<file path="config.mk">
export PLATFORM = sky130hd
export DESIGN_NAME = source_char_reader_with_comments_flat
export DESIGN_NICKNAME = d
export VERILOG_FILES = /design/src/rtl/core/scr_pkg.sv /design/src/rtl/core/scr_if.sv /design/src/rtl/core/scr_core.sv /design/src/rtl/core/scr_outq.sv /design/src/rtl/core/source_char_reader_with_comments.sv /design/src/flat_wrapper.sv
export SDC_FILE = /design/constraint.sdc
export NUM_CORES = 1
export LEC_CHECK = 0
export ABC_AREA = 1
export ABC_CLOCK_PERIOD_IN_PS = 9000
export BUFFER_PORTS_ARGS = -buffer_cell sky130_fd_sc_hd__buf_4
export CAP_MARGIN = 30
export CORE_MARGIN = 2
export CORE_UTILIZATION = 40
export CTS_CLUSTER_DIAMETER = 150
export DETAILED_ROUTE_END_ITERATION = 10
export PLACE_DENSITY = 0.53
export SYNTH_ARGS = -nofsm -noshare
export SYNTH_HDL_FRONTEND = slang
export SYNTH_SLANG_ARGS = --single-unit
</file>
<file path="constraint.sdc">
create_clock -name i_clk -period 9 [get_ports i_clk]
set_input_delay 0.9 -clock i_clk [delete_from_list [all_inputs] [get_ports i_clk]]
set_output_delay 0.9 -clock i_clk [all_outputs]
set_load 0.02 [all_outputs]
</file>
<file path="src/rtl/core/scr_pkg.sv">
// Shared types, constants and helpers for the source character reader.
// Used by the interfaces, the step core, the output queue and the top level.
package scr_pkg;

    // Defaults for the top-level parameters
    localparam int MAX_COMMENT_DEPTH_DEF = 255;
    localparam int COUNTER_BITS_DEF      = 16;

    // Field widths
    localparam int CHAR_W   = 21;
    localparam int POS_W    = 16;
    localparam int TAB_W    = 5;
    localparam int NAME_W   = 16;
    localparam int HEXACC_W = 16;

    // Register reset, fixed column costs and limits
    localparam logic [TAB_W-1:0]  TAB_ADVANCE_RST = 5'd4;
    localparam int                HEX_ESC_COLS    = 6;
    localparam int                NAMED_ESC_COLS  = 3;
    localparam logic [NAME_W-1:0] NAME_LEN_MAX    = 16'hFFFF;
    localparam logic [1:0]        HEX_LAST_DIGIT  = 2'd3;

    // Output queue
    localparam int OUTQ_DEPTH = 4;
    localparam int OUTQ_AW    = 2;

    // Character codes
    localparam logic [CHAR_W-1:0] CH_NUL    = 21'h00;
    localparam logic [CHAR_W-1:0] CH_TAB    = 21'h09;
    localparam logic [CHAR_W-1:0] CH_LF     = 21'h0A;
    localparam logic [CHAR_W-1:0] CH_CR     = 21'h0D;
    localparam logic [CHAR_W-1:0] CH_SPACE  = 21'h20;
    localparam logic [CHAR_W-1:0] CH_LPAREN = 21'h28;
    localparam logic [CHAR_W-1:0] CH_RPAREN = 21'h29;
    localparam logic [CHAR_W-1:0] CH_STAR   = 21'h2A;
    localparam logic [CHAR_W-1:0] CH_COLON  = 21'h3A;
    localparam logic [CHAR_W-1:0] CH_LBRACK = 21'h5B;
    localparam logic [CHAR_W-1:0] CH_BSLASH = 21'h5C;
    localparam logic [CHAR_W-1:0] CH_RBRACK = 21'h5D;

    // Result status codes
    typedef enum logic [2:0] {
        ST_CHAR     = 3'd0,
        ST_END      = 3'd1,
        ST_UNTERM   = 3'd2,
        ST_NAMED    = 3'd3,
        ST_DEPTH    = 3'd4
    } t_status;

    // Scanner phase, one-hot
    typedef enum logic [7:0] {
        PH_NORMAL  = 8'b0000_0001,
        PH_CRSKIP  = 8'b0000_0010,
        PH_PAREN   = 8'b0000_0100,
        PH_BSLASH  = 8'b0000_1000,
        PH_HEX     = 8'b0001_0000,
        PH_NAMED   = 8'b0010_0000,
        PH_COMMENT = 8'b0100_0000,
        PH_CCRSKIP = 8'b1000_0000
    } t_phase;

    // One result word
    typedef struct packed {
        logic [CHAR_W-1:0] out_char;
        logic [POS_W-1:0]  line_number;
        logic [POS_W-1:0]  column_number;
        t_status           status;
    } t_result;

    // Up to two result words produced by one input word
    typedef struct packed {
        logic    v0;
        logic    v1;
        t_result r0;
        t_result r1;
    } t_push;

    // Hex digit decode: {valid, value}
    function automatic logic [4:0] hex_value(input logic [CHAR_W-1:0] c);
        logic [4:0] r;
        r = 5'b0;
        if (c >= 21'h30 && c <= 21'h39) begin
            r = {1'b1, 4'(c - 21'h30)};
        end else if (c >= 21'h61 && c <= 21'h66) begin
            r = {1'b1, 4'(c - 21'h57)};
        end else if (c >= 21'h41 && c <= 21'h46) begin
            r = {1'b1, 4'(c - 21'h37)};
        end
        return r;
    endfunction

endpackage

</file>
<file path="src/rtl/core/scr_if.sv">
// Valid/ready channel interfaces for the source character reader.
// Depends on scr_pkg for field widths and the status type.
interface scr_in_if;
    logic                      valid;
    logic                      ready;
    logic [scr_pkg::CHAR_W-1:0] char_code;
    logic                      end_of_input;

    modport source (output valid, output char_code, output end_of_input, input ready);
    modport sink   (input valid, input char_code, input end_of_input, output ready);
endinterface

interface scr_out_if;
    logic                       valid;
    logic                       ready;
    logic [scr_pkg::CHAR_W-1:0] out_char;
    logic [scr_pkg::POS_W-1:0]  line_number;
    logic [scr_pkg::POS_W-1:0]  column_number;
    scr_pkg::t_status           status;

    modport source (output valid, output out_char, output line_number,
                    output column_number, output status, input ready);
    modport sink   (input valid, input out_char, input line_number,
                    input column_number, input status, output ready);
endinterface

</file>
<file path="src/rtl/core/scr_core.sv">
// Scanner state and per-word step logic: phase, comment depth, escapes, counters.
// Depends on scr_pkg; produces up to two result words per accepted input word.
module scr_core #(
    parameter int MAX_COMMENT_DEPTH = scr_pkg::MAX_COMMENT_DEPTH_DEF,
    parameter int COUNTER_BITS      = scr_pkg::COUNTER_BITS_DEF
) (
    input  logic                        i_clk,
    input  logic                        i_rst_n,
    input  logic                        i_cfg_we,
    input  logic [scr_pkg::TAB_W-1:0]   i_cfg_wdata,
    input  logic                        i_accept,
    input  logic [scr_pkg::CHAR_W-1:0]  i_char_code,
    input  logic                        i_end_of_input,
    output scr_pkg::t_push              o_push
);
    localparam int CB = COUNTER_BITS;
    localparam int DW = $clog2(MAX_COMMENT_DEPTH + 1);
    localparam int SW = ((CB > scr_pkg::NAME_W + 1) ? CB : scr_pkg::NAME_W + 1) + 1;
    localparam logic [SW-1:0] CntMax   = SW'({CB{1'b1}});
    localparam logic [DW-1:0] DepthMax = DW'(MAX_COMMENT_DEPTH);
    localparam logic [DW-1:0] DepthOne = DW'(1);
    localparam logic [CB-1:0] CntOne   = CB'(1);

    // State
    scr_pkg::t_phase                r_phase, n_phase;
    logic [DW-1:0]                  r_depth, n_depth;
    logic [1:0]                     r_mark, n_mark;     // 0 none, 1 star, 2 paren
    logic [1:0]                     r_hex_cnt, n_hex_cnt;
    logic [scr_pkg::HEXACC_W-1:0]   r_hex_acc, n_hex_acc;
    logic                           r_hex_stop, n_hex_stop;
    logic [scr_pkg::NAME_W-1:0]     r_name_len, n_name_len;
    logic [CB-1:0]                  r_line, n_line;
    logic [CB-1:0]                  r_col, n_col;
    logic [scr_pkg::TAB_W-1:0]      r_tab_advance;

    localparam logic [1:0] MARK_NONE  = 2'd0;
    localparam logic [1:0] MARK_STAR  = 2'd1;
    localparam logic [1:0] MARK_PAREN = 2'd2;

    logic [SW-1:0]  d1, d2, name_sum, name_step, sum1, sum2, line_sum;
    logic [CB-1:0]  col1, col2, line1;
    logic [4:0]     hv;
    logic           is_tab;
    scr_pkg::t_push push;

    function automatic scr_pkg::t_result mk(input logic [scr_pkg::CHAR_W-1:0] ch,
                                            input logic [CB-1:0] ln,
                                            input logic [CB-1:0] cl,
                                            input scr_pkg::t_status st);
        scr_pkg::t_result r;
        logic [CB+scr_pkg::POS_W-1:0] lx, cx;
        lx = {{scr_pkg::POS_W{1'b0}}, ln};
        cx = {{scr_pkg::POS_W{1'b0}}, cl};
        r.out_char      = ch;
        r.line_number   = lx[scr_pkg::POS_W-1:0];
        r.column_number = cx[scr_pkg::POS_W-1:0];
        r.status        = st;
        return r;
    endfunction

    // Column deltas: d1 for the first step of this word, d2 for a char after a prefix
    assign is_tab    = (i_char_code == scr_pkg::CH_TAB);
    assign name_sum  = SW'(r_name_len) + SW'(scr_pkg::NAMED_ESC_COLS);
    assign name_step = (name_sum > CntMax) ? CntMax : name_sum;
    assign d2        = is_tab ? SW'(r_tab_advance) : SW'(1);

    always_comb begin
        d1 = SW'(1);
        if (r_phase == scr_pkg::PH_NORMAL || r_phase == scr_pkg::PH_COMMENT) begin
            d1 = d2;
        end else if (r_phase == scr_pkg::PH_HEX) begin
            d1 = SW'(scr_pkg::HEX_ESC_COLS);
        end else if (r_phase == scr_pkg::PH_NAMED) begin
            d1 = name_step;
        end
    end

    // Saturating counter adders
    assign sum1     = SW'(r_col) + d1;
    assign col1     = (sum1 > CntMax) ? {CB{1'b1}} : sum1[CB-1:0];
    assign sum2     = SW'(col1) + d2;
    assign col2     = (sum2 > CntMax) ? {CB{1'b1}} : sum2[CB-1:0];
    assign line_sum = SW'(r_line) + SW'(1);
    assign line1    = (line_sum > CntMax) ? {CB{1'b1}} : line_sum[CB-1:0];

    assign hv = scr_pkg::hex_value(i_char_code);

    // Step logic
    always_comb begin
        logic [scr_pkg::HEXACC_W-1:0] acc;
        n_phase    = r_phase;
        n_depth    = r_depth;
        n_mark     = r_mark;
        n_hex_cnt  = r_hex_cnt;
        n_hex_acc  = r_hex_acc;
        n_hex_stop = r_hex_stop;
        n_name_len = r_name_len;
        n_line     = r_line;
        n_col      = r_col;
        push.v0    = 1'b0;
        push.v1    = 1'b0;
        push.r0    = mk(scr_pkg::CH_NUL, r_line, r_col, scr_pkg::ST_CHAR);
        push.r1    = push.r0;
        acc        = r_hex_acc;

        if (i_end_of_input) begin
            // Flush what is pending, then the end word
            case (r_phase)
                scr_pkg::PH_PAREN: begin
                    push.v0 = 1'b1;
                    push.r0 = mk(scr_pkg::CH_LPAREN, r_line, col1, scr_pkg::ST_CHAR);
                    n_col   = col1;
                end
                scr_pkg::PH_BSLASH: begin
                    push.v0 = 1'b1;
                    push.r0 = mk(scr_pkg::CH_BSLASH, r_line, col1, scr_pkg::ST_CHAR);
                    n_col   = col1;
                end
                scr_pkg::PH_HEX: begin
                    push.v0 = 1'b1;
                    push.r0 = mk(scr_pkg::CHAR_W'(r_hex_acc), r_line, col1,
                                 scr_pkg::ST_CHAR);
                    n_col   = col1;
                end
                scr_pkg::PH_NAMED: begin
                    push.v0 = 1'b1;
                    push.r0 = mk(scr_pkg::CH_NUL, r_line, col1, scr_pkg::ST_NAMED);
                    n_col   = col1;
                end
                scr_pkg::PH_COMMENT, scr_pkg::PH_CCRSKIP: begin
                    push.v0 = 1'b1;
                    push.r0 = mk(scr_pkg::CH_NUL, r_line, r_col, scr_pkg::ST_UNTERM);
                end
                default: begin
                end
            endcase
            if (push.v0) begin
                push.v1 = 1'b1;
                push.r1 = mk(scr_pkg::CH_NUL, r_line, n_col, scr_pkg::ST_END);
            end else begin
                push.v0 = 1'b1;
                push.r0 = mk(scr_pkg::CH_NUL, r_line, r_col, scr_pkg::ST_END);
            end
            n_phase    = scr_pkg::PH_NORMAL;
            n_depth    = '0;
            n_mark     = MARK_NONE;
            n_hex_cnt  = '0;
            n_hex_acc  = '0;
            n_hex_stop = 1'b0;
            n_name_len = '0;
        end else begin
            case (r_phase)
                scr_pkg::PH_NORMAL: begin
                    case (i_char_code)
                        scr_pkg::CH_CR, scr_pkg::CH_LF: begin
                            push.v0 = 1'b1;
                            push.r0 = mk(scr_pkg::CH_LF, line1, CntOne, scr_pkg::ST_CHAR);
                            n_line  = line1;
                            n_col   = CntOne;
                            if (i_char_code == scr_pkg::CH_CR) begin
                                n_phase = scr_pkg::PH_CRSKIP;
                            end
                        end
                        scr_pkg::CH_TAB: begin
                            push.v0 = 1'b1;
                            push.r0 = mk(scr_pkg::CH_SPACE, r_line, col1, scr_pkg::ST_CHAR);
                            n_col   = col1;
                        end
                        scr_pkg::CH_LPAREN: n_phase = scr_pkg::PH_PAREN;
                        scr_pkg::CH_BSLASH: n_phase = scr_pkg::PH_BSLASH;
                        default: begin
                            push.v0 = 1'b1;
                            push.r0 = mk(i_char_code, r_line, col1, scr_pkg::ST_CHAR);
                            n_col   = col1;
                        end
                    endcase
                end
                scr_pkg::PH_CRSKIP: n_phase = scr_pkg::PH_NORMAL;
                scr_pkg::PH_PAREN, scr_pkg::PH_BSLASH: begin
                    if (r_phase == scr_pkg::PH_PAREN && i_char_code == scr_pkg::CH_STAR) begin
                        n_phase = scr_pkg::PH_COMMENT;
                        n_depth = DepthOne;
                        n_mark  = MARK_STAR;
                    end else if (r_phase == scr_pkg::PH_BSLASH &&
                                 i_char_code == scr_pkg::CH_COLON) begin
                        n_phase    = scr_pkg::PH_HEX;
                        n_hex_cnt  = '0;
                        n_hex_acc  = '0;
                        n_hex_stop = 1'b0;
                    end else if (r_phase == scr_pkg::PH_BSLASH &&
                                 i_char_code == scr_pkg::CH_LBRACK) begin
                        n_phase    = scr_pkg::PH_NAMED;
                        n_name_len = '0;
                    end else if (r_phase == scr_pkg::PH_BSLASH &&
                                 (i_char_code == scr_pkg::CH_CR ||
                                  i_char_code == scr_pkg::CH_LF)) begin
                        // Line continuation
                        n_line  = line1;
                        n_col   = CntOne;
                        n_phase = (i_char_code == scr_pkg::CH_CR) ? scr_pkg::PH_CRSKIP
                                                                  : scr_pkg::PH_NORMAL;
                    end else begin
                        // Pending char goes out as it stands, then this char as normal
                        push.v0 = 1'b1;
                        push.r0 = mk((r_phase == scr_pkg::PH_PAREN) ? scr_pkg::CH_LPAREN
                                                                    : scr_pkg::CH_BSLASH,
                                     r_line, col1, scr_pkg::ST_CHAR);
                        n_phase = scr_pkg::PH_NORMAL;
                        n_col   = col1;
                        case (i_char_code)
                            scr_pkg::CH_CR, scr_pkg::CH_LF: begin
                                push.v1 = 1'b1;
                                push.r1 = mk(scr_pkg::CH_LF, line1, CntOne,
                                             scr_pkg::ST_CHAR);
                                n_line  = line1;
                                n_col   = CntOne;
                                if (i_char_code == scr_pkg::CH_CR) begin
                                    n_phase = scr_pkg::PH_CRSKIP;
                                end
                            end
                            scr_pkg::CH_TAB: begin
                                push.v1 = 1'b1;
                                push.r1 = mk(scr_pkg::CH_SPACE, r_line, col2,
                                             scr_pkg::ST_CHAR);
                                n_col   = col2;
                            end
                            scr_pkg::CH_LPAREN: n_phase = scr_pkg::PH_PAREN;
                            scr_pkg::CH_BSLASH: n_phase = scr_pkg::PH_BSLASH;
                            default: begin
                                push.v1 = 1'b1;
                                push.r1 = mk(i_char_code, r_line, col2, scr_pkg::ST_CHAR);
                                n_col   = col2;
                            end
                        endcase
                    end
                end
                scr_pkg::PH_HEX: begin
                    if (i_char_code == scr_pkg::CH_LF) begin
                        // Early end of the escape, then the newline itself
                        push.v0 = 1'b1;
                        push.r0 = mk(scr_pkg::CHAR_W'(r_hex_acc), r_line, col1,
                                     scr_pkg::ST_CHAR);
                        push.v1 = 1'b1;
                        push.r1 = mk(scr_pkg::CH_LF, line1, CntOne, scr_pkg::ST_CHAR);
                        n_line     = line1;
                        n_col      = CntOne;
                        n_phase    = scr_pkg::PH_NORMAL;
                        n_hex_cnt  = '0;
                        n_hex_acc  = '0;
                        n_hex_stop = 1'b0;
                    end else begin
                        if (!r_hex_stop && hv[4]) begin
                            acc = {r_hex_acc[scr_pkg::HEXACC_W-5:0], hv[3:0]};
                        end else begin
                            n_hex_stop = 1'b1;
                        end
                        n_hex_acc = acc;
                        n_hex_cnt = r_hex_cnt + 2'd1;
                        if (r_hex_cnt == scr_pkg::HEX_LAST_DIGIT) begin
                            push.v0    = 1'b1;
                            push.r0    = mk(scr_pkg::CHAR_W'(acc), r_line, col1,
                                            scr_pkg::ST_CHAR);
                            n_col      = col1;
                            n_phase    = scr_pkg::PH_NORMAL;
                            n_hex_cnt  = '0;
                            n_hex_acc  = '0;
                            n_hex_stop = 1'b0;
                        end
                    end
                end
                scr_pkg::PH_NAMED: begin
                    if (i_char_code == scr_pkg::CH_RBRACK) begin
                        push.v0    = 1'b1;
                        push.r0    = mk(scr_pkg::CH_NUL, r_line, col1, scr_pkg::ST_NAMED);
                        n_col      = col1;
                        n_phase    = scr_pkg::PH_NORMAL;
                        n_name_len = '0;
                    end else if (r_name_len != scr_pkg::NAME_LEN_MAX) begin
                        n_name_len = r_name_len + 1'b1;
                    end
                end
                scr_pkg::PH_COMMENT: begin
                    n_mark = MARK_NONE;
                    case (i_char_code)
                        scr_pkg::CH_STAR: begin
                            if (r_mark == MARK_PAREN) begin
                                if (r_depth >= DepthMax) begin
                                    push.v0 = 1'b1;
                                    push.r0 = mk(scr_pkg::CH_NUL, r_line, r_col,
                                                 scr_pkg::ST_DEPTH);
                                end else begin
                                    n_depth = r_depth + 1'b1;
                                end
                            end
                            n_col  = col1;
                            n_mark = MARK_STAR;
                        end
                        scr_pkg::CH_LPAREN: begin
                            n_col  = col1;
                            n_mark = MARK_PAREN;
                        end
                        scr_pkg::CH_RPAREN: begin
                            n_col = col1;
                            if (r_mark == MARK_STAR) begin
                                n_depth = r_depth - 1'b1;
                                if (r_depth == DepthOne) begin
                                    n_phase = scr_pkg::PH_NORMAL;
                                end
                            end
                        end
                        scr_pkg::CH_CR, scr_pkg::CH_LF: begin
                            n_line = line1;
                            n_col  = CntOne;
                            if (i_char_code == scr_pkg::CH_CR) begin
                                n_phase = scr_pkg::PH_CCRSKIP;
                            end
                        end
                        default: n_col = col1;  // tab delta already in d1
                    endcase
                end
                scr_pkg::PH_CCRSKIP: n_phase = scr_pkg::PH_COMMENT;
                default: n_phase = scr_pkg::PH_NORMAL;
            endcase
        end
    end

    assign o_push.v0 = push.v0 & i_accept;
    assign o_push.v1 = push.v1 & i_accept;
    assign o_push.r0 = push.r0;
    assign o_push.r1 = push.r1;

    // State registers
    always_ff @(posedge i_clk) begin
        if (!i_rst_n) begin
            r_phase       <= scr_pkg::PH_NORMAL;
            r_depth       <= '0;
            r_mark        <= MARK_NONE;
            r_hex_cnt     <= '0;
            r_hex_acc     <= '0;
            r_hex_stop    <= 1'b0;
            r_name_len    <= '0;
            r_line        <= CntOne;
            r_col         <= CntOne;
            r_tab_advance <= scr_pkg::TAB_ADVANCE_RST;
        end else begin
            if (i_cfg_we) begin
                r_tab_advance <= i_cfg_wdata;
            end
            if (i_accept) begin
                r_phase    <= n_phase;
                r_depth    <= n_depth;
                r_mark     <= n_mark;
                r_hex_cnt  <= n_hex_cnt;
                r_hex_acc  <= n_hex_acc;
                r_hex_stop <= n_hex_stop;
                r_name_len <= n_name_len;
                r_line     <= n_line;
                r_col      <= n_col;
            end
        end
    end

endmodule

</file>
<file path="src/rtl/core/scr_outq.sv">
// Four-word result queue: takes up to two words per cycle, hands out one while the receiver is ready.
// Depends on scr_pkg for the result and push types.
module scr_outq (
    input  logic             i_clk,
    input  logic             i_rst_n,
    input  scr_pkg::t_push   i_push,
    output logic             o_space,
    output logic             o_valid,
    input  logic             i_ready,
    output scr_pkg::t_result o_word
);
    localparam int CW = scr_pkg::OUTQ_AW + 1;

    scr_pkg::t_result                r_mem [scr_pkg::OUTQ_DEPTH];
    logic [scr_pkg::OUTQ_AW-1:0]     r_wr, n_wr, r_rd, n_rd, wr1;
    logic [CW-1:0]                   r_cnt, n_cnt;
    logic                            pop;

    // Room for two words keeps the input side free of the output handshake
    assign o_space = (r_cnt <= CW'(scr_pkg::OUTQ_DEPTH - 2));
    assign o_valid = (r_cnt != '0);
    assign o_word  = r_mem[r_rd];
    assign pop     = o_valid & i_ready;
    assign wr1     = r_wr + 1'b1;

    // Pointer and count update
    always_comb begin
        n_wr  = r_wr + {1'b0, i_push.v0} + {1'b0, i_push.v1};
        n_rd  = r_rd + {1'b0, pop};
        n_cnt = r_cnt + CW'(i_push.v0) + CW'(i_push.v1) - CW'(pop);
    end

    // Storage
    always_ff @(posedge i_clk) begin
        if (i_push.v0) begin
            r_mem[r_wr] <= i_push.r0;
        end
        if (i_push.v1) begin
            r_mem[wr1] <= i_push.r1;
        end
    end

    always_ff @(posedge i_clk) begin
        if (!i_rst_n) begin
            r_wr  <= '0;
            r_rd  <= '0;
            r_cnt <= '0;
        end else begin
            r_wr  <= n_wr;
            r_rd  <= n_rd;
            r_cnt <= n_cnt;
        end
    end

endmodule

</file>
<file path="src/rtl/core/source_char_reader_with_comments.sv">
// Source character reader: one character word in, cleaned character words out,
// each with line and column. An input word is taken every cycle while the four-word
// output queue has room for two words; the step logic settles in the accept cycle
// and writes its one or two results straight into the queue registers. A word
// that produces two results (a pending "(" or backslash followed by an ordinary
// char, an escape cut short by a newline, any flush at end of input) needs one
// extra output word, absorbed by the queue. CR yields a newline and drops the
// following char, tabs become a space that advances the column by tab_advance,
// nested (* *) comments vanish, backslash-colon takes four hex chars,
// backslash-[name] reports status 3.
// Line and column counters saturate at 2^COUNTER_BITS-1; low 16 bits are shown.
// Depends on scr_pkg, scr_if, scr_core and scr_outq.
module source_char_reader_with_comments #(
    parameter int MAX_COMMENT_DEPTH = scr_pkg::MAX_COMMENT_DEPTH_DEF,
    parameter int COUNTER_BITS      = scr_pkg::COUNTER_BITS_DEF
) (
    input  logic                      i_clk,
    input  logic                      i_rst_n,
    input  logic                      i_cfg_we,
    input  logic [scr_pkg::TAB_W-1:0] i_cfg_wdata,
    scr_in_if.sink                    i_char,
    scr_out_if.source                 o_result
);
    scr_pkg::t_push   push;
    scr_pkg::t_result word;
    logic             space;
    logic             accept;

    assign i_char.ready = space;
    assign accept       = i_char.valid & space;

    // Scanner step
    scr_core #(
        .MAX_COMMENT_DEPTH (MAX_COMMENT_DEPTH),
        .COUNTER_BITS      (COUNTER_BITS)
    ) u_core (
        .i_clk          (i_clk),
        .i_rst_n        (i_rst_n),
        .i_cfg_we       (i_cfg_we),
        .i_cfg_wdata    (i_cfg_wdata),
        .i_accept       (accept),
        .i_char_code    (i_char.char_code),
        .i_end_of_input (i_char.end_of_input),
        .o_push         (push)
    );

    // Result queue
    scr_outq u_outq (
        .i_clk   (i_clk),
        .i_rst_n (i_rst_n),
        .i_push  (push),
        .o_space (space),
        .o_valid (o_result.valid),
        .i_ready (o_result.ready),
        .o_word  (word)
    );

    assign o_result.out_char      = word.out_char;
    assign o_result.line_number   = word.line_number;
    assign o_result.column_number = word.column_number;
    assign o_result.status        = word.status;

endmodule

</file>
<file path="src/flat_wrapper.sv">
// flat-port wrapper written by rule: the top's interface ports become plain ports
module source_char_reader_with_comments_flat 
#(
    parameter int MAX_COMMENT_DEPTH = scr_pkg::MAX_COMMENT_DEPTH_DEF,
    parameter int COUNTER_BITS      = scr_pkg::COUNTER_BITS_DEF
)
  (i_clk, i_rst_n, i_cfg_we, i_cfg_wdata, i_char_valid, i_char_char_code, i_char_end_of_input, i_char_ready, o_result_valid, o_result_out_char, o_result_line_number, o_result_column_number, o_result_status, o_result_ready);
  scr_in_if i_char_i ();
  scr_out_if o_result_i ();
  input  logic i_clk;
  input  logic i_rst_n;
  input  logic i_cfg_we;
  input  logic [scr_pkg::TAB_W-1:0] i_cfg_wdata;
  input wire logic [$bits(i_char_i.valid)-1:0] i_char_valid;
  input wire logic [$bits(i_char_i.char_code)-1:0] i_char_char_code;
  input wire logic [$bits(i_char_i.end_of_input)-1:0] i_char_end_of_input;
  output wire logic [$bits(i_char_i.ready)-1:0] i_char_ready;
  output wire logic [$bits(o_result_i.valid)-1:0] o_result_valid;
  output wire logic [$bits(o_result_i.out_char)-1:0] o_result_out_char;
  output wire logic [$bits(o_result_i.line_number)-1:0] o_result_line_number;
  output wire logic [$bits(o_result_i.column_number)-1:0] o_result_column_number;
  output wire logic [$bits(o_result_i.status)-1:0] o_result_status;
  input wire logic [$bits(o_result_i.ready)-1:0] o_result_ready;
  assign i_char_i.valid = i_char_valid;
  assign i_char_i.char_code = i_char_char_code;
  assign i_char_i.end_of_input = i_char_end_of_input;
  assign i_char_ready = i_char_i.ready;
  assign o_result_valid = o_result_i.valid;
  assign o_result_out_char = o_result_i.out_char;
  assign o_result_line_number = o_result_i.line_number;
  assign o_result_column_number = o_result_i.column_number;
  assign o_result_status = o_result_i.status;
  assign o_result_i.ready = o_result_ready;
  source_char_reader_with_comments #(.MAX_COMMENT_DEPTH(MAX_COMMENT_DEPTH), .COUNTER_BITS(COUNTER_BITS)) u_core (.i_clk(i_clk), .i_rst_n(i_rst_n), .i_cfg_we(i_cfg_we), .i_cfg_wdata(i_cfg_wdata), .i_char(i_char_i), .o_result(o_result_i));
endmodule
</file>
Yosys cells after proc, flatten, opt, wreduce, memory -nomap -nowiden
Memories as Yosys holds them, arrays and structs flattened. A register that Yosys moved wholly into a read port is not among the register bits.
Cells that the tools add are included.

word-level totals
  input bits = 32
  memories kept = 1
  flip-flop bits (word level) = 97
  output and inout bits = 58
  RAM bits = 224

memories
  memory               words  width  read ports  clocked after Yosys merged registers in  wr ports  line            RTL
  u_core.u_outq.r_mem  4      56     1           1                                        2         scr_outq.sv:14  scr_pkg::t_result r_mem [scr_pkg::OUTQ_DEPTH];

cells by class
  muxes and demuxes = 124
  eq/ne operators = 46
  bitwise logic cells = 5
  order comparisons = 12
  reduce and logical (&&, ||, !) cells = 32
  add/sub/neg operators = 18

operators with widths
  cell                                                                    count
  114-bit two-way mux                                                     5
  16-bit two-way mux                                                      31
  56-bit case mux with 3 select lines                                     2
  56-bit case mux with 5 select lines                                     1
  51-bit case mux with 5 select lines                                     1
  51-bit two-way mux                                                      3
  8-bit two-way mux                                                       17
  16-bit case mux with 2 select lines                                     4
  56-bit case mux with 2 select lines                                     1
  21-bit by 6-bit == test with 1-bit output, second input constant        4
  16-bit case mux with 5 select lines                                     1
  17-bit two-way mux                                                      4
  21-bit by 4-bit == test with 1-bit output, second input constant        3
  21-bit by 7-bit == test with 1-bit output, second input constant        3
  17-bit by 16-bit > comparator with 1-bit output, second input constant  3
  16-bit case mux with 3 select lines                                     1
  8-bit case mux with 2 select lines                                      3
  8-bit case mux with 3 select lines                                      2
  8-bit case mux with 6 select lines                                      1
  21-bit by 7-bit >= comparator with 1-bit output, second input constant  2
  21-bit by 7-bit <= comparator with 1-bit output, second input constant  2
  39-bit two-way mux                                                      1
  19-bit two-way mux                                                      2
  21-bit by 6-bit >= comparator with 1-bit output, second input constant  1
  61 further kinds                                                        139

Depth between registers and ports, before layout
  word-level depth = 23
  depth in mapped cells = 45
  gate-level depth less buffers = 45

Cells and area by module
Synthesis repeated with hierarchy kept, for this count alone.

second synthesis, totals
  cell total of the unflattened synthesis = 3967
  area, all modules = 25679.6 um^2

modules (own cells, without submodules)
  module                            cells an instance  seq. area each (um^2)  area an instance (um^2)  instances
  scr_outq                          1693               6866.6                 13203.9                  1
  scr_core                          2272               1801.7                 12468.2                  1
  source_char_reader_with_comments  2                  0.0                    7.5                      1

Least setup slack after synthesis
Ideal clock, no wire load.

  path kind = input to register
  from = input i_char_char_code[17]
  to = memory u_core.u_outq.r_mem[0][7] (netlist bit) (data pin)
  path slack = 3.173 ns
  stages = 39
  data required time = 8.870 ns
  arrival time = 5.698 ns
  cell sequence = inv_1 > nand4_1 > nor2_1 > nand2_1 > buf_2 > nor4_2 > nand2_1 > or2_2 > nand2_1 > o21ai_1 > ha_1 > inv_1 > fa_1 > inv_1 > nand3_1 > nand2_1 > nand2_1 > nand2_1 > (+3 left out) > ha_1 > inv_1 > nor2_1 > nor2_1 > o21bai_1 > nand2_1 > nand2_1 > nand3_1 > nor2_1 > nand3_1 > buf_2 > nand2_1 > nand2_1 > nand2_1 > nand2_1 > nand3_1 > nand2_1 > nand2_1

RTL lines
  element             line                RTL
  start: declaration  flat_wrapper.sv:15  input wire logic [$bits(i_char_i.char_code)-1:0] i_char_char_code;
  end: declaration    scr_outq.sv:14

==> flow_metrics.tcl <==
set metrics [dict create \
    diodes 0 \
    grt_use_total 0.302 \
    avgRoutedWirePerCell_um 21.3 \
    tns_ns 0 \
    clkTransAtPathRegs_ns 0.06 \
    rsz0062_at_grt "no" \
    synth_flop_cell "edfxtp_1" \
    cts-buffers-inserted 41 \
    powerDensity_nw_per_um2 257 \
    period_minus_slack_ns 7.80 \
    synth_most_common_cell "nand2_1" \
    start_util 0.405 \
    hold_buffers 0 \
    drtIter0Drc 2556 \
    final_antenna_net_count 0 \
    hold_class "reg2reg" \
    grt_pass1_wl_mm 141 \
    cpMostUsedCell "nand2_1" \
    grt_antenna_before_repair 1 \
    htree_levels 2 \
    design.core.area_um2 57700 \
    slew_violations 0 \
    preCtsSetupSlack_ns 0.793 \
    met1_usage 0.400 \
    reg2reg_depth 41 \
    critPathMaxFanout 14 \
    rows 88 \
    grt_pass1_vias 23693 \
    num_vias 24896 \
    reg2reg_slack_ns 1.50 \
    path_class "in2reg" \
    clock-sinks 321 \
    grt-busiest-layer "met2" \
    outcome "finished clean" \
    die_height_um 246 \
    syn2layout_area_growth_pct 11.4 \
    critPathSlowestCell "nand3_1" \
    synth.area.top_cells "edfxtp_1 (28%), nand2_1 (19%), dfxtp_1 (9.0%)" \
    grt_max_degree 62 \
    holdWs_ns 0.464 \
    place.detailed.hpwl_mm 63.2 \
    drive_gt1_frac 0.0741 \
    r2r_end "u_core.u_outq.r_mem[2][4]$_DFFE_PP_" \
    synth_top_area_frac 0.278 \
    yosysTopAreaCell "edfxtp_1" \
    die_x_um 246 \
    power.leakage_nw 11.2 \
    cp.required_ns 9.45 \
    ir_worst_vdd_uv 163 \
    synth_nets 3612 \
    drv_cap 0 \
    synth_common_cells "nand2_1 (1168), nor2_1 (333), nand3_1 (292)" \
    cts_tree "yes" \
    wl_mm 92.0 \
    synth_seq_cells 321 \
    critPathCaptureType "register" \
    r2r_start "u_core.u_core.r_name_len[0]$_SDFFE_PN0P_" \
    fmax_mhz 128 \
    syn_inst 3538 \
    synth_cell_types 57 \
    first_pass_iters 8 \
    fin_ws_ns 1.20 \
    drc 0 \
    yosys_warnings 0 \
    gp_congestion 0.974 \
    post_cts_buffers 0 \
    fin_util 0.451 \
    power.total_w 0.00670 \
    holdPathEnd "u_core.u_outq.r_mem[1][1]$_SDFFE_PP0P_" \
    syn_area_per_cell_um2 6.60 \
    slowest_delay_ns 0.53 \
    cp-start-kind "input port" \
    hp-start "u_core.u_outq.r_mem[1][1]$_SDFFE_PP0P_" \
    portBuffers 89 \
    grt_overflow 0 \
    nets 3606 \
    clk_latency_ns 0.59 \
    synth_edf_count 216 \
    ctsRootBufferMaster "clkbuf_16" \
    clock-skew-final_ns 0.0184 \
    finalHoldViolations 0 \
    async_flop_share 0 \
    ys_seq_area_frac 0.368 \
    syn_area_um2 23300 \
    clk_path_buf_depth 3 \
    grtUsageMet3 0.0522 \
    arrival_ns 8.25 \
    relSlewSlack 0.319 \
    routed_via_density 5.75 \
    die_area_um2 60300 \
    tightest_slew_ns 1.02 \
    grt_util_met2 0.490 \
    hold_depth 2 \
    cts_resized 0 \
    period_share 0.866 \
    pin_count 90 \
    setup_viol 0 \
]
-- layout make-up --
cell class / instances / area [µm²]
clock buffers: 49 / 1090
clock inverters: 27 / 344
well taps: 765 / 957
inverters: 307 / 1150
multi-input cells: 2732 / 12900
flip-flops and latches: 321 / 8590
fillers: 6039 / 31700
repair buffers: 129 / 1010
-- metrics by stage --
| stage | cells | area (µm²) |
|---|---|---|
| after global placement | 4251 | 24500 |
| after global routing | 4330 | 26000 |
| after detailed placement | 4253 | 24600 |
| after floorplan | 3538 | 23300 |
| after CTS | 4329 | 26000 |
| final | 4330 | 26000 |
-- cell families (layout without fill, tap and decap cells) --
logic type | after synthesis | count (layout) | synth area share
AOI/OAI and AO/OA | 711 | 711 | 0.164
xor gates and xnor gates | 36 | 36 | 0.0135
adders and majority gates | 42 | 42 | 0.0241
buffers and inverters | 485 | 512 | 0.0823
DFF | 321 | 321 | 0.368
muxes | 2 | 2 | 0.000858
and+or+nand+nor | 1941 | 1941 | 0.347
-- metal layers --
layer / wire, µm / vias to the layer above / share of wire
li1: - / 11808 / -
met1: 39000 / 11719 / 0.42
met2: 41800 / 1138 / 0.45
met3: 7760 / 229 / 0.084
met4: 3380 / 2 / 0.037
met5: 10 / - / 0.00011
-- flip-flops by register name, summed over array words and instances (netlist names), named ones only --
signal                       flops
u_core.u_outq.r_mem            224
u_core.u_core.r_col             16
u_core.u_core.r_hex_acc         16
u_core.u_core.r_name_len        16
u_core.u_core.r_line            15
u_core.u_core.r_depth            8
u_core.u_core.r_phase            8
u_core.u_core.r_tab_advance      5
u_core.u_outq.r_cnt              3
u_core.u_core.r_hex_cnt          2
u_core.u_core.r_mark             2
u_core.u_outq.r_rd               2
u_core.u_outq.r_wr               2
u_core.u_core.r_hex_stop         1
-- cell usage in the layout, fill, tap and decap left out, types with 3 or more instances in the layout --
cell / count
nand2_1: 1164
clkinv_2: 7
nor2_1: 332
nor4_1: 8
nand4_1: 52
o2111ai_1: 5
o211ai_1: 10
nor3_1: 33
clkbuf_1: 6
fa_1: 5
clkbuf_16: 42
xor2_1: 28
and2_1: 7
nand2_2: 12
a211oi_1: 5
nor2_4: 8
o31ai_1: 5
a31oi_1: 16
bufinv_16: 7
o21ai_1: 63
clkinv_1: 8
o22ai_1: 75
o21ai_0: 290
a221oi_1: 3
o21a_1: 7
clkinvlp_4: 3
inv_1: 275
a21oi_1: 214
inv_2: 30
nand3_1: 292
ha_1: 37
buf_12: 3
edfxtp_1: 216
a22oi_1: 6
or2_2: 4
dfxtp_1: 103
nand3b_1: 7
or2_1: 9
xnor2_1: 8
buf_4: 124
-- power breakdown --
group,internal [W],switching (W),leakage [nW]
Combinational,0.000828,0.00212,7.73
Sequential,0.00181,0.000166,2.81
Clock,0.00107,0.000702,0.693
-- critical path, delay by kind of cell --
family	cells	cell delay (ns)
and+or+nand+nor	24	4.09
AOI/OAI and AO/OA	5	1.35
buffers and inverters	6	0.99
adders and majority gates	3	0.90
-- worst max-delay path by stage --
stage,from,to,slack (ns),depth (start not counted)
3_5_place_dp,i_char_char_code[9],u_core.u_outq.r_mem[2][10]$_DFFE_PP_,0.79,38
5_1_grt,i_char_char_code[9],u_core.u_outq.r_mem[2][4]$_DFFE_PP_,0.46,38
3_3_place_gp,i_char_char_code[9],u_core.u_outq.r_mem[1][4]$_DFFE_PP_,1.15,38
6_report,i_char_char_code[9],u_core.u_outq.r_mem[2][4]$_DFFE_PP_,1.20,38
4_1_cts,i_char_char_code[9],u_core.u_outq.r_mem[1][10]$_DFFE_PP_,1.37,38
2_1_floorplan,i_char_char_code[17],u_core.u_outq.r_mem[0][7]$_DFFE_PP_,3.17,39
(Power assumes the default switching activity.)
